`config.mk`:
```
export PLATFORM = sky130hd
export DESIGN_NAME = dpy_gain
export DESIGN_NICKNAME = d
export VERILOG_FILES = /design/src/hw/rtl/dpy_pkg.sv /design/src/hw/rtl/dpy_gain.sv
export SDC_FILE = /design/constraint.sdc
export NUM_CORES = 2
export LEC_CHECK = 0
export BUFFER_PORTS_ARGS = -buffer_cell sky130_fd_sc_hd__buf_2
export CAP_MARGIN = 5
export CORE_MARGIN = 2
export CORE_UTILIZATION = 37
export DETAILED_ROUTE_END_ITERATION = 8
export GPL_TIMING_DRIVEN = 0
export HOLD_SLACK_MARGIN = 0.12
export PLACE_DENSITY_LB_ADDON = 0.1
export SLEW_MARGIN = 10
export SYNTH_ARGS = -nofsm -noshare
export SYNTH_HDL_FRONTEND = slang
export SYNTH_SLANG_ARGS = --single-unit
```
`constraint.sdc`:
```
create_clock -name clk -period 21.8 [get_ports clk]
set_input_delay 3.27 -clock clk [delete_from_list [all_inputs] [get_ports clk]]
set_output_delay 3.27 -clock clk [all_outputs]
set_load 0.01 [all_outputs]
```
`src/hw/rtl/dpy_pkg.sv`:
```
`timescale 1ns / 1ps
// ----------------------------------------------------------------------------
// dpy_pkg
// Shared widths, constants, types and helpers for the direction to
// pitch/yaw pipeline.
// ----------------------------------------------------------------------------
package dpy_pkg;

  localparam int COORD_W    = 32;   // Q16.16 coordinate
  localparam int DIFF_W     = 33;   // exact coordinate difference
  localparam int GUARD_BITS = 24;   // pre-scale of the difference
  localparam int XY_W       = 61;   // CORDIC x/y datapath
  localparam int Z_W        = 34;   // Q2.30 angle accumulator
  localparam int ATAN_W     = 30;   // arctangent table entry width
  localparam int MAX_STEPS  = 24;   // table depth
  localparam int GAIN_FRAC  = 30;   // inverse gain fraction bits
  localparam int PITCH_W    = 15;
  localparam int YAW_W      = 16;
  localparam int ANG_W      = 17;   // rounded angle before truncation

  localparam logic signed [Z_W-1:0]   HALF_PI_Q30  = 34'sd1686629713;
  localparam logic [GAIN_FRAC-1:0]    INV_GAIN_Q30 = 30'd652032874;
  localparam logic signed [ANG_W-1:0] PITCH_LIMIT  = 17'sd12868;
  localparam logic signed [ANG_W-1:0] YAW_LIMIT    = 17'sd25736;

  // Vector state of one CORDIC step
  typedef struct packed {
    logic signed [XY_W-1:0] x;
    logic signed [XY_W-1:0] y;
    logic signed [Z_W-1:0]  z;
  } cordic_t;

  // Carried alongside the yaw pass
  typedef struct packed {
    logic signed [DIFF_W-1:0] ndy;       // pos_y - target_y
    logic                     yaw_zero;  // dx and dz both zero
  } yaw_side_t;

  // Carried through the gain correction
  typedef struct packed {
    logic signed [DIFF_W-1:0] ndy;
    logic signed [YAW_W-1:0]  yaw;
    logic                     pitch_zero;
  } gain_side_t;

  // Carried alongside the pitch pass
  typedef struct packed {
    logic signed [YAW_W-1:0] yaw;
    logic                    pitch_zero;
  } pitch_side_t;

  // atan(2^-i) in Q2.30
  function automatic logic [ATAN_W-1:0] atan_q30(input int idx);
    logic [ATAN_W-1:0] a;
    unique case (idx)
      0:       a = 30'h3243F6A8;
      1:       a = 30'h1DAC6705;
      2:       a = 30'h0FADBAFC;
      3:       a = 30'h07F56EA6;
      4:       a = 30'h03FEAB76;
      5:       a = 30'h01FFD55B;
      6:       a = 30'h00FFFAAA;
      7:       a = 30'h007FFF55;
      8:       a = 30'h003FFFEA;
      9:       a = 30'h001FFFFD;
      10:      a = 30'h000FFFFF;
      11:      a = 30'h0007FFFF;
      12:      a = 30'h0003FFFF;
      13:      a = 30'h0001FFFF;
      14:      a = 30'h0000FFFF;
      15:      a = 30'h00007FFF;
      16:      a = 30'h00003FFF;
      17:      a = 30'h00001FFF;
      18:      a = 30'h00000FFF;
      19:      a = 30'h000007FF;
      20:      a = 30'h000003FF;
      21:      a = 30'h000001FF;
      22:      a = 30'h000000FF;
      23:      a = 30'h0000007F;
      default: a = '0;
    endcase
    return a;
  endfunction

  // Q2.30 to Q2.13, round half up, then clamp to +/- limit
  function automatic logic signed [ANG_W-1:0] round_q13(
    input logic signed [Z_W-1:0]   z,
    input logic signed [ANG_W-1:0] limit
  );
    logic signed [Z_W:0] sum;
    logic signed [Z_W:0] r;
    logic signed [Z_W:0] lim;
    logic signed [ANG_W-1:0] res;
    sum = {z[Z_W-1], z} + 35'sd65536;
    r   = sum >>> 17;
    lim = {{(Z_W+1-ANG_W){limit[ANG_W-1]}}, limit};
    if (r > lim) begin
      res = limit;
    end else if (r < -lim) begin
      res = -limit;
    end else begin
      res = r[ANG_W-1:0];
    end
    return res;
  endfunction

endpackage

```
`src/hw/rtl/dpy_gain.sv`:
```
`timescale 1ns / 1ps
// ----------------------------------------------------------------------------
// dpy_gain
// Two-stage inverse CORDIC gain: horizontal length from the yaw magnitude,
// multiplied in a high and a low half, then summed with truncation.
// ----------------------------------------------------------------------------
module dpy_gain import dpy_pkg::*; #(
  parameter int SIDE_W = 1
) (
  input  logic                   clk,
  input  logic                   rst,
  input  logic                   en,
  input  logic                   in_valid,
  input  logic signed [XY_W-1:0] mag,
  input  logic [SIDE_W-1:0]      in_side,
  output logic                   out_valid,
  output logic signed [XY_W-1:0] len,
  output logic [SIDE_W-1:0]      out_side
);

  localparam int HI_W = XY_W - GAIN_FRAC;
  localparam int PH_W = HI_W + GAIN_FRAC;
  localparam int PL_W = 2 * GAIN_FRAC;

  logic [XY_W-1:0]      um;
  logic [PH_W-1:0]      prod_hi;
  logic [PL_W-1:0]      prod_lo;
  logic                 mid_valid;
  logic [SIDE_W-1:0]    mid_side;

  // Negative magnitude clamps to zero
  assign um = mag[XY_W-1] ? '0 : mag;

  always_ff @(posedge clk) begin
    if (rst) begin
      mid_valid <= 1'b0;
      out_valid <= 1'b0;
    end else if (en) begin
      mid_valid <= in_valid;
      out_valid <= mid_valid;
    end
  end

  // Stage 1: partial products
  always_ff @(posedge clk) begin
    if (en) begin
      prod_hi  <= PH_W'(um[XY_W-1:GAIN_FRAC]) * PH_W'(INV_GAIN_Q30);
      prod_lo  <= PL_W'(um[GAIN_FRAC-1:0]) * PL_W'(INV_GAIN_Q30);
      mid_side <= in_side;
    end
  end

  // Stage 2: recombine
  always_ff @(posedge clk) begin
    if (en) begin
      len      <= $signed(prod_hi[XY_W-1:0] +
                          {{(XY_W-GAIN_FRAC){1'b0}}, prod_lo[PL_W-1:GAIN_FRAC]});
      out_side <= mid_side;
    end
  end

endmodule

```
* Word level (Yosys, flattened, before mapping)
Index checks and enable logic that the tools add are counted.
Operators by class: multiplexer cells 1, add/sub/neg operators 1, multiply operators 2
Operators by type and width (number):
- $mul A30 B29 Y59 const B | 2
- $add A61 B30 Y61 | 1
- $mux W60 | 1
Word-level totals: output and inout port bits 63, word-level logic and storage cells 11, bits in registers 184

* Longest topological paths before layout
depth after elaboration 2, gate-level depth with buffers 29, gate-level depth less buffers 26

* Worst setup path before layout
OpenSTA, ideal clock, no wires.
path kind input -> register, from input mag[60], to register prod_hi[56], data pin, buffers on the path 3, stages 27, required time 21.534 ns, setup slack 10.990 ns, arrival 10.544 ns, path through clkbuf_1 > clkbuf_1 > nand2b_1 > inv_1 > ha_1 > fa_1 > inv_1 > fa_1 > fa_1 > fa_1 > inv_1 > fa_1 > fa_1 > inv_1 > fa_1 > inv_1 > ha_1 > buf_2 > a21o_1 > a2111oi_0 > a21boi_0 > a221o_1 > a211oi_2 > a31oi_1 > a211oi_1 > o221ai_1 > xor2_1
Between the ends: word-level cells in the longest chain between the ends 2
Ends and longest elaborated chain:
- from (decl) | line dpy_gain.sv:14 | input logic signed [XY_W-1:0] mag,
- $mux W60 | line dpy_gain.sv:32 | assign um = mag[XY_W-1] ? '0 : mag;
- $mul A30 B29 Y59 | line dpy_gain.sv:47 | prod_hi <= PH_W'(um[XY_W-1:GAIN_FRAC]) * PH_W'(INV_GAIN_Q30);
- to (signal assigned) | line dpy_gain.sv:47
- to (decl) | line dpy_gain.sv:26 | logic [PH_W-1:0] prod_hi;
No other way between the ends. A chain may end at the register's enable or synchronous reset.

* Final worst setup path
from input mag[60], to register prod_lo[46], data pin
Between the ends: word-level cells in the longest chain between the ends 2
Ends and longest elaborated chain:
- $mux W60 | line dpy_gain.sv:32
- $mul A30 B29 Y59 | line dpy_gain.sv:48 | prod_lo <= PL_W'(um[GAIN_FRAC-1:0]) * PL_W'(INV_GAIN_Q30);
- to (signal assigned) | line dpy_gain.sv:48
- to (decl) | line dpy_gain.sv:27 | logic [PL_W-1:0] prod_lo;
No other way between the ends.

==> flow_results.xml <==
<?xml version="1.0" encoding="UTF-8"?>
<metrics>
  <group name="outcome">
    <metric name="status" unit="">completed</metric>
  </group>
  <group name="drt">
    <metric name="met3_length" unit="um">3370</metric>
    <metric name="drt_pass1_iterations" unit="">5</metric>
    <metric name="drt-wirelength-per-cell" unit="um">21.2</metric>
    <metric name="route.detailed.drc" unit="">0</metric>
    <metric name="routed-wl-met2" unit="um">62900</metric>
    <metric name="initialDrtViolationCount" unit="">1142</metric>
    <metric name="antenna_violating_nets_post_route" unit="">0</metric>
    <metric name="totalWireLength" unit="um">121000</metric>
    <metric name="routed.top_layer" unit="">met4</metric>
    <metric name="wl_met1" unit="um">50900</metric>
    <metric name="vias_per_cell" unit="">4.86</metric>
    <metric name="routed-via-count" unit="">27700</metric>
  </group>
  <group name="critical_path">
    <metric name="worst_setup_path_startpoint" unit="">mag[60]</metric>
    <metric name="ff2ff_path_depth" unit="">13</metric>
    <metric name="worstPathRequired" unit="ps">22000</metric>
    <metric name="crit-reg2reg-launch" unit="">prod_hi[1]</metric>
    <metric name="crit_arrival" unit="ps">12860</metric>
    <metric name="cp_max_fo" unit="">10</metric>
    <metric name="timing.rr.end" unit="">len[31]</metric>
    <metric name="timing.reg2reg.setup_slack" unit="ps">17860</metric>
    <metric name="cell_repeated_most_along_the_worst_path" unit="">sky130_fd_sc_hd__fa_1</metric>
    <metric name="element_type_at_the_critical_path_end" unit="">flip-flop</metric>
    <metric name="cpMaxStageDelayCell" unit="">sky130_fd_sc_hd__clkbuf_1</metric>
    <metric name="setup.worst_path.start_class" unit="">input pin</metric>
    <metric name="path_class" unit="">in2reg</metric>
    <metric name="max_stage_delay" unit="ps">700</metric>
    <metric name="cp-endpoint" unit="">prod_lo[46]</metric>
  </group>
  <group name="timing">
    <metric name="timing_worst_slew_pin_value" unit="ps">1070</metric>
    <metric name="post-route-period-util" unit="%">58.1</metric>
    <metric name="timing.final.hold_violations" unit="">0</metric>
    <metric name="setup_slack" unit="ps">9140</metric>
    <metric name="slew_limit_headroom" unit="%">28.6</metric>
    <metric name="finalWorstPathRequiredPeriod" unit="ps">12660</metric>
    <metric name="rsz0062_at_grt" unit="">no</metric>
    <metric name="clk_skew" unit="ps">18.8</metric>
    <metric name="report.final.slew_viol_count" unit="">0</metric>
    <metric name="finalSetupViolations" unit="">0</metric>
    <metric name="timing.fmax" unit="GHz">0.0790</metric>
    <metric name="fin_tns_setup" unit="ps">0</metric>
  </group>
  <group name="cts">
    <metric name="clock_tree.buffer_depth" unit="">2</metric>
    <metric name="cts_setup_buffers" unit="">0</metric>
    <metric name="clock_tree.htree_level_count" unit="">4</metric>
    <metric name="clk-insertion-delay-late" unit="ps">470</metric>
    <metric name="tritoncts" unit="">yes</metric>
    <metric name="clk_transition_reported_paths" unit="ps">70</metric>
    <metric name="cts_buf_count" unit="">17</metric>
    <metric name="clkSinkCount" unit="">154</metric>
    <metric name="clock-root-buffer" unit="">sky130_fd_sc_hd__clkbuf_16</metric>
    <metric name="cts_resized" unit="">0</metric>
    <metric name="cts_hold_repair.buffers" unit="">0</metric>
  </group>
  <group name="grt">
    <metric name="grt_max_degree" unit="">91</metric>
    <metric name="grt_antenna_before_repair" unit="">4</metric>
    <metric name="grt_pass1_wl" unit="um">192000</metric>
    <metric name="overall_global_routing_usage" unit="%">22.1</metric>
    <metric name="gr-total-overflow" unit="">0</metric>
    <metric name="grt_pass1_vias" unit="">31500</metric>
  </group>
  <group name="min_path">
    <metric name="worstHoldPathType" unit="">reg2reg</metric>
  </group>
  <group name="layout">
    <metric name="num-nets-final" unit="">5783</metric>
    <metric name="post_route_cells_drive_above_1_share" unit="%">4.12</metric>
    <metric name="finish.utilization" unit="%">40.0</metric>
    <metric name="stdcell_count" unit="">5706</metric>
    <metric name="layout-area-overhead-vs-synth" unit="%">7.40</metric>
  </group>
  <group name="logic_synthesis">
    <metric name="synth_area" unit="um^2">41800</metric>
    <metric name="async_reset_ff_share" unit="%">0</metric>
    <metric name="ys_ff_latch" unit="">154</metric>
    <metric name="predominant_post_synthesis_flop_cell" unit="">sky130_fd_sc_hd__edfxtp_1</metric>
    <metric name="synth_edf_count" unit="">152</metric>
    <metric name="synthDistinctLibCells" unit="">70</metric>
    <metric name="synthesis.yosys.warnings" unit="">0</metric>
    <metric name="avgSynthCellArea" unit="um^2">10.3</metric>
    <metric name="synth_nets" unit="">5645</metric>
    <metric name="synth_cells" unit="">4053</metric>
    <metric name="ys_seq_area_share" unit="%">11.0</metric>
  </group>
  <group name="die">
    <metric name="floorplan.die.width" unit="um">340</metric>
    <metric name="fp.coreArea" unit="um^2">112000</metric>
    <metric name="design.portCount" unit="">129</metric>
    <metric name="initial_utilization" unit="%">37.2</metric>
    <metric name="fp.dieH" unit="um">340</metric>
    <metric name="core.rowCount" unit="">123</metric>
    <metric name="die_area" unit="um^2">116000</metric>
  </group>
  <group name="place">
    <metric name="dp.cells" unit="">5672</metric>
    <metric name="buffer_ports.inserted" unit="">116</metric>
    <metric name="globalplace.congestion" unit="">0.911</metric>
    <metric name="dp_hpwl" unit="um">109000</metric>
    <metric name="dp_worst_setup_slack" unit="ps">8560</metric>
  </group>
  <group name="flow_run">
    <metric name="max_cap_viol_count" unit="">0</metric>
  </group>
</metrics>
-- critical path, delay by kind of cell --
| kind | cells | cell delay (ps) |
|---|---|---|
| adder cells (fa/ha/maj) | 9 | 4530 |
| buffers and inverters | 8 | 1840 |
| XOR/XNOR | 1 | 200 |
| AO/OA/AOI/OAI | 5 | 1700 |
| AND/OR/NAND/NOR | 4 | 1290 |
-- synth_stat cells, types with 20 or more instances --
| cell type | n | area share [%] |
|---|---|---|
| sky130_fd_sc_hd__inv_1 | 1160 | 10 |
| sky130_fd_sc_hd__fa_1 | 834 | 40 |
| sky130_fd_sc_hd__ha_1 | 692 | 21 |
| sky130_fd_sc_hd__edfxtp_1 | 152 | 11 |
| sky130_fd_sc_hd__a21oi_1 | 147 | 1.8 |
| sky130_fd_sc_hd__xnor2_1 | 120 | 2.5 |
| sky130_fd_sc_hd__nand2_1 | 98 | 0.88 |
| sky130_fd_sc_hd__a21o_1 | 95 | 1.7 |
| sky130_fd_sc_hd__nor2_1 | 88 | 0.79 |
| sky130_fd_sc_hd__clkbuf_1 | 81 | 0.73 |
| sky130_fd_sc_hd__o21ai_0 | 66 | 0.79 |
| sky130_fd_sc_hd__xor2_1 | 59 | 1.2 |
| sky130_fd_sc_hd__nand2b_1 | 50 | 0.75 |
| sky130_fd_sc_hd__nor2b_1 | 44 | 0.66 |
| sky130_fd_sc_hd__nand4_1 | 43 | 0.64 |
| sky130_fd_sc_hd__nand3_1 | 40 | 0.48 |
| sky130_fd_sc_hd__and3_1 | 30 | 0.45 |
| sky130_fd_sc_hd__nor3_1 | 26 | 0.31 |
| sky130_fd_sc_hd__o21bai_1 | 23 | 0.41 |
| sky130_fd_sc_hd__and2_1 | 22 | 0.33 |
| sky130_fd_sc_hd__a31oi_1 | 20 | 0.30 |
-- registers in the layout, indices dropped and copies added, names as in the netlist --
name / cells
out_side: 1
out_valid: 1
mid_side: 1
len: 61
prod_hi: 59
prod_lo: 30
mid_valid: 1
-- per-stage QoR --
| stage | hold WS, ps | cell area [um^2] |
|---|---|---|
| floorplan | 400 | 41800 |
| CTS | 421 | 44900 |
| global route | 437 | 44900 |
| global placement | 400 | 44300 |
| detailed placement | 405 | 44400 |
| finish | 421 | 44900 |
-- cells in the final DEF (no fill, tap or decap), types with 7 or more instances in the layout --
| master | netlist | routed |
|---|---|---|
| sky130_fd_sc_hd__a2111oi_0 | 7 | 7 |
| sky130_fd_sc_hd__a211o_1 | 7 | 7 |
| sky130_fd_sc_hd__a211oi_1 | 12 | 12 |
| sky130_fd_sc_hd__a21o_1 | 95 | 95 |
| sky130_fd_sc_hd__a21oi_1 | 147 | 147 |
| sky130_fd_sc_hd__a31oi_1 | 20 | 20 |
| sky130_fd_sc_hd__and2_1 | 22 | 22 |
| sky130_fd_sc_hd__and3_1 | 30 | 30 |
| sky130_fd_sc_hd__and4_1 | 7 | 7 |
| sky130_fd_sc_hd__buf_2 | 3 | 118 |
| sky130_fd_sc_hd__clkbuf_1 | 81 | 82 |
| sky130_fd_sc_hd__clkbuf_16 | 0 | 17 |
| sky130_fd_sc_hd__edfxtp_1 | 152 | 152 |
| sky130_fd_sc_hd__fa_1 | 834 | 834 |
| sky130_fd_sc_hd__ha_1 | 692 | 692 |
| sky130_fd_sc_hd__inv_1 | 1160 | 1160 |
| sky130_fd_sc_hd__nand2_1 | 98 | 98 |
| sky130_fd_sc_hd__nand2b_1 | 50 | 50 |
| sky130_fd_sc_hd__nand3_1 | 40 | 40 |
| sky130_fd_sc_hd__nand4_1 | 43 | 43 |
| sky130_fd_sc_hd__nor2_1 | 88 | 88 |
| sky130_fd_sc_hd__nor2b_1 | 44 | 42 |
| sky130_fd_sc_hd__nor3_1 | 26 | 26 |
| sky130_fd_sc_hd__o211ai_1 | 16 | 16 |
| sky130_fd_sc_hd__o21a_1 | 12 | 12 |
| sky130_fd_sc_hd__o21ai_0 | 66 | 66 |
| sky130_fd_sc_hd__o21bai_1 | 23 | 23 |
| sky130_fd_sc_hd__o31ai_1 | 7 | 7 |
| sky130_fd_sc_hd__xnor2_1 | 120 | 120 |
| sky130_fd_sc_hd__xor2_1 | 59 | 59 |
-- logic make-up after synthesis --
group,after synthesis,share of synthesized area (%)
AO/OA/AOI/OAI,475,7.53
buffers and inverters,1246,11.2
AND/OR/NAND/NOR,470,5.80
XOR/XNOR,179,3.75
flip-flops,154,11.0
multiplexers,3,0.0718
adder cells (fa/ha/maj),1526,60.6
-- routing by layer --
metal	global-route usage (%)	vias to the layer above
met3	2.07	141
met2	40.1	441
li1	-	13000
met1	27.9	14200
met4	6.46	0
met5	0	-
-- layout make-up --
| type | count | area [um^2] |
|---|---|---|
| diodes | 2 | 5.00 |
| plain buffers | 85 | 330 |
| inverters | 1161 | 4360 |
| clock buffers | 18 | 429 |
| fillers | 11500 | 67400 |
| repair buffers | 119 | 648 |
| clock inverters | 14 | 130 |
| flip-flops and latches | 154 | 4600 |
| well taps | 1500 | 1880 |
| multi-input cells | 2653 | 32500 |
-- worst min path at each step --
stage / startpoint / to / cells after the start
detailed placement: prod_lo[30] / len[0] / 0
CTS: prod_lo[30] / len[0] / 0
global route: prod_lo[30] / len[0] / 0
global placement: mid_side / out_side / 0
floorplan: prod_lo[30] / len[0] / 0
finish: prod_lo[30] / len[0] / 0
Power is not shown: default switching activity piles up to over one toggle a cycle in this logic, so the estimate is an artifact.
